--- src/hw/rtl/assert_macros.svh ---
// Assertion helpers; both sample on clk and stay quiet while rst is high.
`ifndef ASSERT_MACROS_SVH
`define ASSERT_MACROS_SVH

// Check a property on every active clock edge.
`define PKD_ASSERT(label, prop, msg) \
  label: assert property (@(posedge clk) disable iff (rst) (prop)) \
    else $error(msg);

// Check that the consequent holds whenever the antecedent holds.
`define PKD_ASSERT_IMPLY(label, ante, cons, msg) \
  label: assert property (@(posedge clk) disable iff (rst) (ante) |-> (cons)) \
    else $error(msg);

`endif

--- src/hw/rtl/pkd_pkg.sv ---
package pkd_pkg;

  localparam int SAMPLE_BITS_DEFAULT = 16;
  localparam int INDEX_BITS_DEFAULT  = 16;

  localparam int FIELD_BITS     = 16;
  localparam int COUNT_BITS     = 15;
  localparam int KIND_EN_BITS   = 3;
  localparam int CFG_INDEX_BITS = 1;
  localparam int CFG_DATA_BITS  = 15;

  localparam logic [COUNT_BITS-1:0]   COUNT_MAX         = 15'h7fff;
  localparam logic [KIND_EN_BITS-1:0] KIND_ENABLE_RESET = 3'd7;

  localparam logic [CFG_INDEX_BITS-1:0] CFG_KIND_ENABLE     = 1'd0;
  localparam logic [CFG_INDEX_BITS-1:0] CFG_RECORD_CAPACITY = 1'd1;

  localparam int EN_MAX  = 0;
  localparam int EN_MIN  = 1;
  localparam int EN_PASS = 2;

  localparam logic [1:0] KIND_MAX  = 2'd0;
  localparam logic [1:0] KIND_MIN  = 2'd1;
  localparam logic [1:0] KIND_RISE = 2'd2;
  localparam logic [1:0] KIND_FALL = 2'd3;

  typedef struct packed {
    logic signed [FIELD_BITS-1:0] y_sample;
    logic signed [FIELD_BITS-1:0] x_value;
    logic                         end_of_vector;
  } in_item_t;

  typedef struct packed {
    logic                         is_summary;
    logic        [FIELD_BITS-1:0] event_index;
    logic signed [FIELD_BITS-1:0] event_x;
    logic signed [FIELD_BITS-1:0] event_y;
    logic        [1:0]            event_kind;
    logic        [COUNT_BITS-1:0] total_found;
    logic                         last_of_run;
  } out_item_t;

  typedef struct packed {
    logic [1:0] count;
    out_item_t  first;
    out_item_t  second;
  } push_t;

endpackage

--- src/hw/rtl/pkd_core.sv ---
module pkd_core
  import pkd_pkg::*;
#(
  parameter int SAMPLE_BITS = SAMPLE_BITS_DEFAULT,
  parameter int INDEX_BITS  = INDEX_BITS_DEFAULT
) (
  input  logic                    clk,
  input  logic                    rst,
  input  logic                    in_valid,
  output logic                    in_stall,
  input  in_item_t                in_item,
  input  logic [KIND_EN_BITS-1:0] kind_enable,
  input  logic [COUNT_BITS-1:0]   record_capacity,
  input  logic [1:0]              room,
  output push_t                   push
);

  logic                          in_full;
  in_item_t                      in_reg;
  logic                          accept;
  logic                          fire;

  logic        [INDEX_BITS-1:0]  sample_count;
  logic signed [SAMPLE_BITS-1:0] previous_distinct;
  logic                          have_previous;
  logic signed [SAMPLE_BITS-1:0] plateau_value;
  logic        [INDEX_BITS-1:0]  plateau_last_index;
  logic        [FIELD_BITS-1:0]  plateau_last_x;
  logic        [COUNT_BITS-1:0]  found_count;
  logic        [COUNT_BITS-1:0]  found_count_next;

  logic signed [SAMPLE_BITS-1:0] y_s;
  logic                          first_sample;
  logic                          closes;
  logic                          hit;
  logic        [1:0]             kind;
  logic                          found;
  logic                          emit;
  logic                          eov;
  logic        [1:0]             n_results;
  out_item_t                     rec;
  out_item_t                     summ;

  assign y_s          = SAMPLE_BITS'($signed(in_reg.y_sample));
  assign eov          = in_reg.end_of_vector;
  assign first_sample = (sample_count == '0);
  assign closes       = !first_sample && (y_s != plateau_value);

  always_comb begin
    hit  = 1'b1;
    kind = KIND_MAX;
    if (kind_enable[EN_MAX] && plateau_value > previous_distinct && plateau_value > y_s) begin
      kind = KIND_MAX;
    end else if (kind_enable[EN_MIN] && plateau_value < previous_distinct
                 && plateau_value < y_s) begin
      kind = KIND_MIN;
    end else if (kind_enable[EN_PASS] && plateau_value > previous_distinct
                 && y_s > plateau_value) begin
      kind = KIND_RISE;
    end else if (kind_enable[EN_PASS] && plateau_value < previous_distinct
                 && y_s < plateau_value) begin
      kind = KIND_FALL;
    end else begin
      hit = 1'b0;
    end
  end

  assign found = closes && have_previous && hit;
  assign emit  = found && (found_count < record_capacity);

  always_comb begin
    found_count_next = found_count;
    if (found && found_count != COUNT_MAX) begin
      found_count_next = found_count + 15'd1;
    end
  end

  always_comb begin
    rec             = '0;
    rec.event_index = FIELD_BITS'(plateau_last_index);
    rec.event_x     = plateau_last_x;
    rec.event_y     = FIELD_BITS'(plateau_value);
    rec.event_kind  = kind;
    rec.last_of_run = !eov;
    summ             = '0;
    summ.is_summary  = 1'b1;
    summ.total_found = found_count_next;
    summ.last_of_run = 1'b1;
  end

  assign n_results = {1'b0, emit} + {1'b0, eov};
  assign fire      = in_full && (n_results <= room);
  assign in_stall  = in_full && !fire;
  assign accept    = in_valid && !in_stall;

  always_comb begin
    push        = '0;
    push.first  = emit ? rec : summ;
    push.second = summ;
    if (fire) begin
      push.count = n_results;
    end
  end

  always_ff @(posedge clk) begin
    if (rst) begin
      in_full <= 1'b0;
    end else begin
      in_full <= accept || (in_full && !fire);
    end
  end

  always_ff @(posedge clk) begin
    if (accept) begin
      in_reg <= in_item;
    end
  end

  always_ff @(posedge clk) begin
    if (rst) begin
      sample_count  <= '0;
      have_previous <= 1'b0;
      found_count   <= '0;
    end else if (fire) begin
      if (eov) begin
        sample_count  <= '0;
        have_previous <= 1'b0;
        found_count   <= '0;
      end else begin
        if (sample_count != '1) begin
          sample_count <= sample_count + INDEX_BITS'(1);
        end
        if (first_sample) begin
          have_previous <= 1'b0;
        end else if (closes) begin
          have_previous <= 1'b1;
        end
        found_count <= found_count_next;
      end
    end
  end

  always_ff @(posedge clk) begin
    if (fire) begin
      plateau_value      <= y_s;
      plateau_last_index <= sample_count;
      plateau_last_x     <= in_reg.x_value;
      if (closes) begin
        previous_distinct <= plateau_value;
      end
    end
  end

endmodule

--- src/hw/rtl/pkd_outq.sv ---
module pkd_outq
  import pkd_pkg::*;
(
  input  logic       clk,
  input  logic       rst,
  input  push_t      push,
  output logic [1:0] room,
  output logic       out_valid,
  input  logic       out_stall,
  output out_item_t  out_item
);

  logic [1:0] cnt;
  logic [1:0] cnt_mid;
  logic       pop;
  out_item_t  q0;
  out_item_t  q1;
  out_item_t  s0;
  out_item_t  q0_next;
  out_item_t  q1_next;

  assign out_valid = (cnt != 2'd0);
  assign out_item  = q0;
  assign pop       = out_valid && !out_stall;
  assign cnt_mid   = cnt - {1'b0, pop};
  assign room      = 2'd2 - cnt_mid;
  assign s0        = pop ? q1 : q0;

  always_comb begin
    q0_next = s0;
    q1_next = q1;
    case (cnt_mid)
      2'd0: begin
        q0_next = push.first;
        q1_next = push.second;
      end
      2'd1: begin
        q1_next = push.first;
      end
      default: begin
        q1_next = q1;
      end
    endcase
  end

  always_ff @(posedge clk) begin
    if (rst) begin
      cnt <= 2'd0;
    end else begin
      cnt <= cnt_mid + push.count;
    end
  end

  always_ff @(posedge clk) begin
    q0 <= q0_next;
    q1 <= q1_next;
  end

endmodule

--- src/hw/rtl/plateau_aware_peak_detector_unit.sv ---
// Plateau-aware peak detector. Takes one signed sample per transaction, merges runs of
// equal samples and reports each interior plateau that is a maximum, a minimum, or a
// rising or falling pass (as enabled in kind_enable) as an event record, up to
// record_capacity per vector, and ends every vector with a summary carrying the
// saturating event count. Throughput is one sample per cycle while the output queue has
// room for the sample's results: a sample is registered on acceptance, classified from
// that input register and its results land in a two-entry output queue, which registers
// them before they are offered. The single output port sets the rate: a final sample
// that also closes a recorded event yields two results, which leave the port in turn.
// Configuration writes take effect on the next cycle and belong between vectors.
`include "assert_macros.svh"

module plateau_aware_peak_detector_unit
  import pkd_pkg::*;
#(
  parameter int SAMPLE_BITS = SAMPLE_BITS_DEFAULT,
  parameter int INDEX_BITS  = INDEX_BITS_DEFAULT
) (
  input  logic                      clk,
  input  logic                      rst,
  input  logic                      in_valid,
  output logic                      in_stall,
  input  in_item_t                  in_item,
  output logic                      out_valid,
  input  logic                      out_stall,
  output out_item_t                 out_item,
  input  logic                      cfg_write,
  input  logic [CFG_INDEX_BITS-1:0] cfg_index,
  input  logic [CFG_DATA_BITS-1:0]  cfg_data
);

  logic [KIND_EN_BITS-1:0] kind_enable;
  logic [COUNT_BITS-1:0]   record_capacity;
  logic [1:0]              room;
  push_t                   push;

  always_ff @(posedge clk) begin
    if (rst) begin
      kind_enable     <= KIND_ENABLE_RESET;
      record_capacity <= COUNT_MAX;
    end else if (cfg_write) begin
      case (cfg_index)
        CFG_KIND_ENABLE: begin
          kind_enable <= cfg_data[KIND_EN_BITS-1:0];
        end
        CFG_RECORD_CAPACITY: begin
          record_capacity <= cfg_data[COUNT_BITS-1:0];
        end
        default: begin
          kind_enable <= kind_enable;
        end
      endcase
    end
  end

  pkd_core #(
    .SAMPLE_BITS(SAMPLE_BITS),
    .INDEX_BITS (INDEX_BITS)
  ) u_core (
    .clk            (clk),
    .rst            (rst),
    .in_valid       (in_valid),
    .in_stall       (in_stall),
    .in_item        (in_item),
    .kind_enable    (kind_enable),
    .record_capacity(record_capacity),
    .room           (room),
    .push           (push)
  );

  pkd_outq u_outq (
    .clk      (clk),
    .rst      (rst),
    .push     (push),
    .room     (room),
    .out_valid(out_valid),
    .out_stall(out_stall),
    .out_item (out_item)
  );

  `PKD_ASSERT(a_push_fits, push.count <= room, "result push overflows the output queue")
  `PKD_ASSERT_IMPLY(a_pair_order, push.count == 2'd2,
    !push.first.is_summary && push.second.is_summary,
    "two results from one sample must be a record followed by the summary")
  `PKD_ASSERT_IMPLY(a_empty_no_stall, !out_valid, !in_stall,
    "input stalled while the output queue is empty")

endmodule
--- config.mk ---
export PLATFORM = sky130hd
export DESIGN_NAME = plateau_aware_peak_detector_unit
export DESIGN_NICKNAME = d
export VERILOG_FILES = /design/src/hw/rtl/pkd_pkg.sv /design/src/hw/rtl/pkd_core.sv /design/src/hw/rtl/pkd_outq.sv /design/src/hw/rtl/plateau_aware_peak_detector_unit.sv
export VERILOG_INCLUDE_DIRS = /design/src /design/src/hw/rtl
export SDC_FILE = /design/constraint.sdc
export NUM_CORES = 1
export LEC_CHECK = 0
export BUFFER_PORTS_ARGS = -buffer_cell sky130_fd_sc_hd__buf_2
export CAP_MARGIN = 20
export CELL_PAD_IN_SITES_DETAIL_PLACEMENT = 1
export CELL_PAD_IN_SITES_GLOBAL_PLACEMENT = 1
export CORE_UTILIZATION = 48
export DETAILED_ROUTE_END_ITERATION = 7
export GPL_TIMING_DRIVEN = 0
export PLACE_DENSITY = 0.87
export SLEW_MARGIN = 20
export SYNTH_ARGS = -nofsm -noshare
export SYNTH_HDL_FRONTEND = slang
export SYNTH_SLANG_ARGS = --single-unit
--- constraint.sdc ---
create_clock -name clk -period 8.3 [get_ports clk]
set_clock_uncertainty 0.2 [all_clocks]
set_input_delay 1.66 -clock clk [delete_from_list [all_inputs] [get_ports clk]]
set_output_delay 1.66 -clock clk [all_outputs]
set_load 0.01 [all_outputs]
# Word-level counts from Yosys, hierarchy flattened

Cells that the tools add are included.

Register bits after elaboration: 284
Input port bits: 54
Word-level logic and storage cells: 102

Add/sub/neg operators: 6
Order comparisons: 8
Equality and inequality tests: 4
Muxes and demuxes: 20
Bitwise logic cells: 1
Reductions and logical operators: 35

Operators with widths:

| kind                    | number |
|---|---|
| $mux W67                | 3 |
| $pmux W67 S2            | 1 |
| $gt A16 B16 Y1          | 3 |
| $lt A16 B16 Y1          | 3 |
| $mux W16                | 2 |
| $mux W15                | 2 |
| $logic_and A1 B1 Y1     | 17 |
| $add A16 B1 Y16 const B | 1 |
| $logic_not A16 Y1       | 1 |
| $ne A16 B16 Y1          | 1 |
| $ne A16 B16 Y1 const B  | 1 |
| $add A15 B1 Y15 const B | 1 |
| $lt A15 B15 Y1          | 1 |
| $ne A15 B15 Y1 const B  | 1 |
| $mux W2                 | 5 |
| $reduce_and A2 Y1       | 5 |
| $reduce_bool A2 Y1      | 4 |
| $mux W1                 | 7 |
| $logic_not A1 Y1        | 5 |
| $reduce_bool A3 Y1      | 1 |
| $add A1 B1 Y2           | 1 |
| $add A2 B2 Y2           | 1 |
| $eq A2 B1 Y1 const B    | 1 |
| $le A2 B2 Y1            | 1 |
| other kinds (5)         | 5 |

# Longest topological paths before layout

Gate-level depths: netlist of run 1.

Depth in word-level cells: 17
Mapped depth: 25
Depth with buffers taken out: 22

# Cells and area by module

Synthesis of run 1 repeated with hierarchy kept, for this count alone.

Cell total of the unflattened synthesis: 1058
Area, all modules: 13728.2 µm²

By module, submodules not included:

| module                           | instances | cells an instance | area an instance (µm²) | seq. area each (µm²) |
|---|---|---|---|---|
| pkd_core                         | 1         | 691               | 7171.9                 | 3573.4 |
| pkd_outq                         | 1         | 303               | 5870.6                 | 4063.9 |
| plateau_aware_peak_detector_unit | 1         | 64                | 685.7                  | 360.3 |

# Least setup slack after synthesis of run 1

No wires, ideal clock.

Path kind: input to register
Start: input out_stall
End: register u_outq.q0, in the netlist u_outq.out_item[0] (enable)
Arrival time: 6.384 ns
Required time: 7.515 ns
Setup slack: 1.132 ns
Cell stages on the path: 1
Cells stage by stage: o21ai_0

Word-level cells in the longest chain between the ends: 5

RTL lines:

| item                                  | RTL line                               | source |
|---|---|---|
| start, declared                       | plateau_aware_peak_detector_unit.sv:25 | `input logic out_stall,` |
| $logic_not A1 Y1 *                    | pkd_outq.sv:24                         | `assign pop = out_valid && !out_stall;` |
| $logic_and A1 B1 Y1 *                 | pkd_outq.sv:24                         |  |
| $sub A2 B1 Y2                         | pkd_outq.sv:25                         | `assign cnt_mid = cnt - {1'b0, pop};` |
| $logic_not A2 Y1                      | pkd_outq.sv:32                         | `case (cnt_mid)` |
| $reduce_bool A2 Y1 (no source line) * | n/a                                    |  |
| end signal, assigned                  | pkd_outq.sv:55                         | `q0 <= q0_next;` |
| end, declared                         | pkd_outq.sv:16                         | `out_item_t q0;` |

Mark *: on every way between the ends. The rest lies on a longest branch, timed or not.
A chain may end at the register's enable or synchronous reset.

# Worst setup path after layout of run 1

Start: register u_core.plateau_value[11]
End: output in_stall

Word-level cells in the longest chain between the ends: 14
Elaborated cells between the ends (all ways): 28
Those cells by class: add/sub: 1; order compare: 7; eq/ne: 1; mux: 4; reduce/logical: 15

RTL lines:

| item                   | RTL line                               | source |
|---|---|---|
| start, declared        | pkd_core.sv:26                         | `logic signed [SAMPLE_BITS-1:0] plateau_value;` |
| start signal, assigned | pkd_core.sv:145                        | `plateau_value <= y_s;` |
| $lt A16 B16 Y1         | pkd_core.sv:54, pkd_core.sv:60         |  |
| $logic_and A1 B1 Y1    | pkd_core.sv:60                         | `end else if (kind_enable[EN_PASS] && plateau_value < previous_distinct` |
| $logic_and A1 B1 Y1    | pkd_core.sv:61                         | `&& y_s < plateau_value) begin` |
| $mux W1                | pkd_core.sv:60                         |  |
| $mux W1                | pkd_core.sv:57                         | `end else if (kind_enable[EN_PASS] && plateau_value > previous_distinct` |
| $mux W1                | pkd_core.sv:54                         | `end else if (kind_enable[EN_MIN] && plateau_value < previous_distinct` |
| $mux W1                | pkd_core.sv:52                         | `if (kind_enable[EN_MAX] && plateau_value > previous_distinct && plateau_value > y_s) begin` |
| $logic_and A1 B1 Y1 *  | pkd_core.sv:68                         | `assign found = closes && have_previous && hit;` |
| $logic_and A1 B1 Y1 *  | pkd_core.sv:69                         | `assign emit = found && (found_count < record_capacity);` |
| $add A1 B1 Y2 *        | pkd_core.sv:91                         | `assign n_results = {1'b0, emit} + {1'b0, eov};` |
| $le A2 B2 Y1 *         | pkd_core.sv:92                         | `assign fire = in_full && (n_results <= room);` |
| $logic_and A1 B1 Y1 *  | pkd_core.sv:92                         |  |
| $logic_not A1 Y1 *     | pkd_core.sv:93                         | `assign in_stall = in_full && !fire;` |
| $logic_and A1 B1 Y1 *  | pkd_core.sv:93                         |  |
| end, declared          | plateau_aware_peak_detector_unit.sv:22 | `output logic in_stall,` |

Marks and branches as above.

==> impl_metrics.json, run 1 <==
{
  "clk_pin_slew_worst_paths_ps": 60,
  "grt-ovfl-total": 0,
  "die_h_um": 163,
  "postSynthAreaPerCell_um2": 12.8,
  "synthesis.nets": 1083,
  "antenna_found_initial": 0,
  "postSynthCellCount": 973,
  "p_leak_nw": 6.07,
  "tns_ps": 0,
  "worst_pin_slew_ps": 1000,
  "yosys.area.top_type": "edfxtp_1",
  "final-hold-violation-count": 0,
  "critPathSlowestCell": "or4_4",
  "drtPass1Iterations": 5,
  "final_core_utilization": 0.578,
  "clkSinkCount": 284,
  "cpPeakStageDelay_ps": 640,
  "placed_area_um2": 13600,
  "avgRoutedWirePerCell_um": 20.8,
  "mostFrequentLayoutCells": "edfxtp_1 (231), buf_2 (127), nand2_1 (85)",
  "layout_commonest_cell": "edfxtp_1",
  "finalWirelength_um": 30900,
  "cts_setup_buffers": 0,
  "grt_pass1_vias": 8906,
  "cts_hold_buf": 0,
  "worstReg2RegStart": "u_core.plateau_value[11]$_DFFE_PP_",
  "critPathTopFamily": "simple AND/OR/NAND/NOR gates",
  "cts-root-buf": "clkbuf_16",
  "ir_drop_mv": 0.279,
  "place.gp.congestion": 0.851,
  "worstPathMaxFanout": 10,
  "htreeDepth": 1,
  "start_util": 0.492,
  "num_rows": 58,
  "cts_tree": "built",
  "cp.required_ps": 6440,
  "area_growth_pct": 17.4,
  "synth_edf_count": 231,
  "netlist-cell-type-count": 70,
  "powerDensity_nw_per_um2": 374,
  "antenna_left": 0,
  "cts_buffer_depth": 3,
  "drt_iter0_markers": 507,
  "nets": 1243,
  "r2r-end": "u_core.sample_count[15]$_SDFFE_PP0P_",
  "ios": 123,
  "synthTopCellsByArea": "edfxtp_1 (56%), dfxtp_1 (8.5%), ha_1 (5.6%)",
  "r2r_slack_ps": 1350,
  "ys_seq_area_frac": 0.644,
  "clock_latency_ps": 550,
  "slew_viol_final": 0,
  "rsz0062_at_grt": "no",
  "p_seq_frac": 0.426,
  "run_status": "finished clean",
  "fin_crit_sh": 0.855,
  "reg2reg_depth": 22,
  "cp-start-kind": "flop",
  "cts_resized": 0,
  "synth_top_area_share": 0.558,
  "core_area_um2": 25300,
  "internal_power_mw": 3.48,
  "cts_buffers": 30,
  "viasPerCell": 5.66,
  "synthArstFlopShare": 0,
  "path_buf_inv": 6,
  "dp_hpwl_um": 21400,
  "die_area_um2": 26500,
  "startpoint": "u_core.plateau_value[11]$_DFFE_PP_",
  "clock.fmax_mhz": 141,
  "worstSetupEndpoint": "in_stall",
  "fin_area_um2": 14600,
  "drive_above_1_share": 0.184,
  "hold_path.class": "flop to flop",
  "cap_violations": 0,
  "grt_usage": 0.237,
  "timing.slew.headroom": 0.326,
  "vias": 8410,
  "synthFlopType": "edfxtp_1",
  "setup_violations": 0,
  "combPwrFrac": 0.335,
  "grt_max_degree": 45,
  "path_cells": "inv_1 -> ha_1 -> nand4_1 -> or4_4 -> o211ai_1 -> mux2i_1 -> o211a_4 -> o21ai_4 -> inv_2 -> buf_2 -> ha_1 -> ha_1 -> nor2b_1 -> o21ai_0 -> inv_1 -> nand2_1 -> inv_1 -> buf_2",
  "drcViolationCount": 0,
  "switching_share": 0.361,
  "die_w_um": 163,
  "critical_path.endpoint_type": "output port",
  "worstPathArrival_ps": 5230,
  "fin_crit_ps": 7090,
  "worstSetupPathType": "flop to output port",
  "p_clk_frac": 0.239,
  "ys_ff_latch": 284,
  "cp_num_cells": 18,
  "insertedDiodeCount": 0,
  "synth_area_um2": 12400,
  "yosys_warnings": 0,
  "grt_pass1_wl_um": 48600,
  "totalPowerFinal_mw": 5.46,
  "io_buffers": 122,
  "switchingPower_mw": 1.97
}
-- final cells by class --
class,count,area (µm²)
flip-flops and latches,284,8000
fillers,2610,10700
clock inverters,17,144
plain buffers,41,179
well taps,330,413
inverters,74,279
repair buffers,128,761
clock buffers,39,816
multi-input cells,574,4000
-- per-stage QoR --
| step | worst slack (ps) | hold WS (ps) | std cells |
|---|---|---|---|
| final | 1210 | 220 | 1487 |
| after global routing | 987 | 229 | 1487 |
| after CTS | 1200 | 219 | 1487 |
| after detailed placement | 1480 | 205 | 1431 |
| after global placement | -1430 | 203 | 1425 |
| after floorplan | 1130 | 200 | 973 |
-- power by group through the flow --
stage                     Combinational (mW)  Sequential (mW)  Clock, mW
after floorplan                        0.964             2.46          0
after global placement                  1.55             2.45          0
after detailed placement                1.82             2.35          0
after CTS                               1.85             2.33       1.32
after global routing                    1.98             2.36       1.37
final                                   1.83             2.33       1.30
-- how the worst min path moves through the flow --
stage | start | end | slack, ps | cells after the start
2_1_floorplan | u_core.in_reg[1]$_DFFE_PP_ | u_core.plateau_last_x[0]$_DFFE_PP_ | 200 | 0
3_3_place_gp | u_core.in_reg[15]$_DFFE_PP_ | u_core.plateau_last_x[14]$_DFFE_PP_ | 200 | 0
3_5_place_dp | u_core.in_reg[3]$_DFFE_PP_ | u_core.plateau_last_x[2]$_DFFE_PP_ | 210 | 0
4_1_cts | u_core.in_reg[3]$_DFFE_PP_ | u_core.plateau_last_x[2]$_DFFE_PP_ | 220 | 0
5_1_grt | u_core.in_reg[3]$_DFFE_PP_ | u_core.plateau_last_x[2]$_DFFE_PP_ | 230 | 0
6_report | u_core.in_reg[1]$_DFFE_PP_ | u_core.plateau_last_x[0]$_DFFE_PP_ | 220 | 0
-- worst reg2reg max path: cells and delay by family, from the launching register on --
kind | cells | cell delay (ps)
flops | 1 | 410
buf+inv | 6 | 1520
simple gates | 6 | 2110
mux | 1 | 160
compound gates | 6 | 1520
fa+ha+maj | 3 | 960
-- layer usage --
metal | up-vias | part of all wire | GRT usage
li1 | 3942 | - | -
met1 | 4196 | 0.42 | 0.302
met2 | 219 | 0.51 | 0.424
met3 | 53 | 0.044 | 0.0295
met4 | 0 | 0.023 | 0.0658
met5 | - | 0 | 0
-- cells in the mapped netlist, types with 3 or more instances --
master,count
dfxtp_1,53
a31oi_1,13
a21o_1,6
and3_1,59
a21oi_1,32
clkbuf_1,32
buf_2,5
nand3_1,11
nand2b_1,4
edfxtp_1,231
and2_1,3
o211ai_1,7
o21ai_1,3
a211oi_1,8
ha_1,56
nor2_1,72
nand2_1,86
inv_2,4
or3_1,17
nor2b_1,9
nor4_1,4
nand4_1,10
o2bb2ai_1,53
nor3_1,10
inv_1,69
a211o_1,19
o21ai_0,22
xor2_1,10
xnor2_1,15
o31ai_1,3
-- logic make-up after synthesis --
family	synth area share
AO/OA/AOI/OAI	0.125
XOR/XNOR	0.0176
adder cells (fa/ha/maj)	0.0564
buffers and inverters	0.0368
flip-flops	0.644
multiplexers	0.00201
AND/OR/NAND/NOR	0.118
Power figures use the tool's default switching activity.
==> run 2: changes to the inputs <==
--- a/config.mk
+++ b/config.mk
@@ -10,6 +10,7 @@
 export CAP_MARGIN = 20
 export CELL_PAD_IN_SITES_DETAIL_PLACEMENT = 1
 export CELL_PAD_IN_SITES_GLOBAL_PLACEMENT = 1
+export CORE_MARGIN = 2
 export CORE_UTILIZATION = 48
 export DETAILED_ROUTE_END_ITERATION = 7
 export GPL_TIMING_DRIVEN = 0
==> impl_metrics.json, run 2 (same netlist as run 1, synthesis figures left out) <==
{
  "cts_setup_buffers": 0,
  "viasPerCell": 5.72,
  "min-delay-start": "u_core.in_reg[3]$_DFFE_PP_",
  "drt_iter0_markers": 571,
  "dp_cells": 1431,
  "vias": 8496,
  "final_cell_count_no_fill": 1486,
  "die_w_um": 165,
  "fin_ws_ps": 1110,
  "num_rows": 58,
  "final-hold-violation-count": 0,
  "grt_pass1_wl_um": 49600,
  "setup_violations": 0,
  "ir_drop_mv": 0.281,
  "grt_pass1_vias": 9115,
  "grt_usage": 0.236,
  "fin_crit_ps": 7190,
  "worstPathArrival_ps": 5330,
  "whs_endpoint": "u_core.plateau_last_x[2]$_DFFE_PP_",
  "run_status": "finished clean",
  "pre_cts_ws_ps": 1320,
  "r2r_slack_ps": 1130,
  "htreeDepth": 1,
  "cts_buffers": 30,
  "die_h_um": 165,
  "fin_crit_sh": 0.867,
  "area_growth_pct": 17.7,
  "clock.fmax_mhz": 139,
  "r2r-end": "u_core.sample_count[13]$_SDFFE_PP0P_",
  "avgRoutedWirePerCell_um": 21.2,
  "drcViolationCount": 0,
  "hold_path.class": "flop to flop",
  "cp.required_ps": 6440,
  "hold_ws_ps": 226,
  "layout_commonest_cell": "edfxtp_1",
  "insertedDiodeCount": 0,
  "timing.slew.headroom": 0.375,
  "min_delay_path_depth": 0,
  "finalWirelength_um": 31500,
  "dp_hpwl_um": 22200,
  "drive_above_1_share": 0.180,
  "rsz0062_at_grt": "no",
  "nets": 1243,
  "grt_max_degree": 45,
  "clk_pin_slew_worst_paths_ps": 60,
  "ios": 123,
  "worstSetupPathType": "flop to output port",
  "cts_hold_buf": 0,
  "cts_tree": "built",
  "cts_resized": 0,
  "antenna_left": 0,
  "core_area_um2": 25300,
  "worstPathMaxFanout": 10,
  "clock_latency_ps": 560,
  "io_buffers": 122,
  "cts_buffer_depth": 3,
  "totalPowerFinal_mw": 5.53,
  "reg2reg_depth": 22,
  "clkSinkCount": 284,
  "cap_violations": 0,
  "critical_path.endpoint_type": "output port",
  "place.gp.congestion": 0.836,
  "mostFrequentLayoutCells": "edfxtp_1 (231), buf_2 (127), nand2_1 (85)",
  "worstReg2RegStart": "u_core.plateau_value[15]$_DFFE_PP_",
  "slew_viol_final": 0,
  "grt-ovfl-total": 0,
  "p_leak_nw": 6.09,
  "powerDensity_nw_per_um2": 378,
  "tns_ps": 0,
  "start_util": 0.491,
  "antenna_found_initial": 0,
  "cts-root-buf": "clkbuf_16",
  "drtPass1Iterations": 4,
  "worst_pin_slew_ps": 927,
  "cp-start-kind": "flop",
  "die_area_um2": 27200
}
[run 2: per-layer routing]
| metal | wire, µm | global-route usage | share of wire |
|---|---|---|---|
| met1 | 13100 | 0.296 | 0.42 |
| met2 | 16100 | 0.425 | 0.51 |
| met3 | 1590 | 0.0304 | 0.050 |
| met4 | 688 | 0.0751 | 0.022 |
| met5 | 0 | 0 | 0 |
[run 2: per-stage QoR]
step	cell area, µm²	utilization
after CTS	14600	0.577
after global placement	13400	0.531
after detailed placement	13600	0.538
after floorplan	12400	-
after global routing	14600	0.577
final	14600	0.577
[run 2: layout make-up]
class / instances / area, µm²
buffer: 41 / 179
clock buffer: 35 / 791
clock inverter: 20 / 198
fill: 2578 / 10700
inverter: 74 / 279
multi-input combinational: 574 / 4000
sequential: 284 / 8000
tap: 330 / 413
timing repair buffer: 128 / 768
[run 2: power by group]
group          leakage [nW]  internal, mW  switching [mW]  total [mW]
clock                 0.478         0.801           0.554        1.35
sequential             2.80          2.17           0.156        2.33
combinational          2.81         0.567            1.28        1.85
total                  6.09          3.54            1.99        5.53
[run 2: worst max path at each step]
stage,from,endpoint,slack (ps),cells past startpoint
final,u_core.plateau_value[15]$_DFFE_PP_,in_stall,1110,18
after global routing,u_core.plateau_value[11]$_DFFE_PP_,u_core.sample_count[11]$_SDFFE_PP0P_,760,22
after CTS,u_core.plateau_value[11]$_DFFE_PP_,in_stall,1090,18
after detailed placement,u_core.plateau_value[11]$_DFFE_PP_,u_core.sample_count[13]$_SDFFE_PP0P_,1320,22
after global placement,out_stall,u_outq.out_item[2]$_DFFE_PP_,-1480,2
after floorplan,out_stall,u_outq.out_item[0]$_DFFE_PP_,1130,1
[run 2: critical path, cell delays in order (launching register included)]
cell	delay, ps
edfxtp_1	460
ha_1	410
nand2_1	170
or4_4	590
a21oi_2	150
nor3_1	80
mux2_4	350
o211a_4	190
o21ai_4	320
inv_2	180
buf_2	250
ha_1	290
ha_1	330
nor2b_1	140
o21ai_0	430
inv_1	90
nand2_1	100
inv_1	80
buf_2	140
==> run 3: changes to the inputs <==
--- a/config.mk
+++ b/config.mk
@@ -14,7 +14,7 @@
 export CORE_UTILIZATION = 48
 export DETAILED_ROUTE_END_ITERATION = 7
 export GPL_TIMING_DRIVEN = 0
-export PLACE_DENSITY = 0.87
+export PLACE_DENSITY_LB_ADDON = 0.3
 export SLEW_MARGIN = 20
 export SYNTH_ARGS = -nofsm -noshare
 export SYNTH_HDL_FRONTEND = slang
==> impl_metrics.json, run 3 (same netlist as run 1, synthesis figures left out) <==
{
  "critical_path.endpoint_type": "output port",
  "cts_buffer_depth": 3,
  "hold_path.class": "flop to flop",
  "drtPass1Iterations": 4,
  "setup_violations": 0,
  "cp-start-kind": "flop",
  "die_w_um": 165,
  "insertedDiodeCount": 0,
  "timing.slew.headroom": 0.286,
  "die_area_um2": 27200,
  "viasPerCell": 5.59,
  "cts_setup_buffers": 0,
  "cap_violations": 0,
  "io_buffers": 122,
  "worstSetupPathType": "flop to output port",
  "p_seq_frac": 0.426,
  "cp.required_ps": 6440,
  "final-hold-violation-count": 0,
  "pre_cts_ws_ps": 1720,
  "start_util": 0.491,
  "worst_pin_slew_ps": 1060,
  "ir_drop_mv": 0.310,
  "cts_tree": "built",
  "slew_viol_final": 0,
  "fillers": 2594,
  "fin_crit_ps": 7030,
  "hold_ws_ps": 218,
  "area_growth_pct": 17.5,
  "grt_pass1_vias": 8792,
  "cts_buffers": 30,
  "grt_usage": 0.230,
  "fin_ws_ps": 1270,
  "worstPathMaxFanout": 10,
  "clkSinkCount": 284,
  "rsz0062_at_grt": "no",
  "nets": 1243,
  "grt-ovfl-total": 0,
  "htreeDepth": 1,
  "core_area_um2": 25300,
  "multiInputGateArea_um2": 4000,
  "cts-root-buf": "clkbuf_16",
  "drive_above_1_share": 0.180,
  "die_h_um": 165,
  "finalWirelength_um": 30500,
  "p_leak_nw": 6.07,
  "powerDensity_nw_per_um2": 374,
  "final_core_utilization": 0.576,
  "grt_pass1_wl_um": 48500,
  "switchingPower_mw": 1.95,
  "cts_resized": 0,
  "clock_latency_ps": 550,
  "avgRoutedWirePerCell_um": 20.5,
  "drt_iter0_markers": 406,
  "fin_crit_sh": 0.847,
  "drcViolationCount": 0,
  "worstReg2RegStart": "u_core.plateau_value[11]$_DFFE_PP_",
  "vias": 8298,
  "layout_commonest_cell": "edfxtp_1",
  "combPwrFrac": 0.330,
  "ios": 123,
  "run_status": "finished clean",
  "regArea_um2": 8000,
  "cts_hold_buf": 0,
  "worstPathArrival_ps": 5170,
  "num_rows": 58,
  "internal_power_mw": 3.50,
  "antenna_found_initial": 0,
  "clock.fmax_mhz": 142,
  "startpoint": "u_core.plateau_value[11]$_DFFE_PP_",
  "place.gp.congestion": 0.838,
  "clk_pin_slew_worst_paths_ps": 60,
  "min-delay-start": "u_core.in_reg[16]$_DFFE_PP_",
  "grt_max_degree": 40,
  "mostFrequentLayoutCells": "edfxtp_1 (231), buf_2 (127), nand2_1 (85)",
  "dp_hpwl_um": 21000,
  "antenna_left": 0,
  "switching_share": 0.358,
  "p_clk_frac": 0.244
}
-- run 3: changes by cell type in the layout (fill, tap and decap cells not counted), sizes merged --
cell / change
clkinv: -3
bufinv: -1
clkinvlp: -1
clkbuf: +4
-- run 3: critical path: stages (launching register included) --
cell and delay (ps):
edfxtp_1 420, inv_1 90, ha_1 350, nand4_1 270, or4_4 650, o211ai_1 170
mux2i_1 170, o211a_4 300, o21ai_4 340, inv_2 180, buf_2 260, ha_1 280
ha_1 330, nor2b_1 140, o21ai_0 210, inv_1 90, nand2_1 100, inv_1 100
buf_2 160
-- run 3: area by class of cell --
cell class,count,area share
Tap cell,330,0.0283
Buffer,41,0.0123
Clock inverter,15,0.0111
Clock buffer,39,0.0552
Multi-Input combinational cell,574,0.274
Timing Repair Buffer,128,0.0521
Sequential cell,284,0.548
Inverter,74,0.0191
-- run 3: power groups by stage --
stage | combinational, mW | sequential [mW] | clock [mW]
after CTS | 1.83 | 2.32 | 1.35
after global placement | 1.57 | 2.45 | 0
after global routing | 1.98 | 2.36 | 1.41
after detailed placement | 1.80 | 2.34 | 0
final | 1.80 | 2.32 | 1.33
after floorplan | 0.964 | 2.46 | 0
-- run 3: worst paths after layout --
check                                    endpoint  slack, ps  cells after the start
min           u_core.plateau_last_x[15]$_DFFE_PP_        220                      0
min reg2reg   u_core.plateau_last_x[15]$_DFFE_PP_        220                      0
max                                      in_stall       1270                     18
max reg2reg  u_core.sample_count[12]$_SDFFE_PP0P_       1560                     22
-- run 3: layer usage --
| layer | share of wire | vias up | track usage |
|---|---|---|---|
| met5 | 0 | - | 0 |
| met4 | 0.023 | 0 | 0.0672 |
| met3 | 0.039 | 43 | 0.0329 |
| met2 | 0.51 | 175 | 0.407 |
| met1 | 0.43 | 4137 | 0.295 |
| li1 | - | 3943 | - |
-- run 3: through the flow --
stage                     TNS, ps  area [µm²]  std cells  total power [mW]
after CTS                       0       14600       1485              5.51
after detailed placement        0       13600       1431              4.14
after global routing            0       14600       1485              5.75
after global placement    -105780       13400       1425              4.02
final                           0       14600       1485              5.45
after floorplan                 0       12400        973              3.42
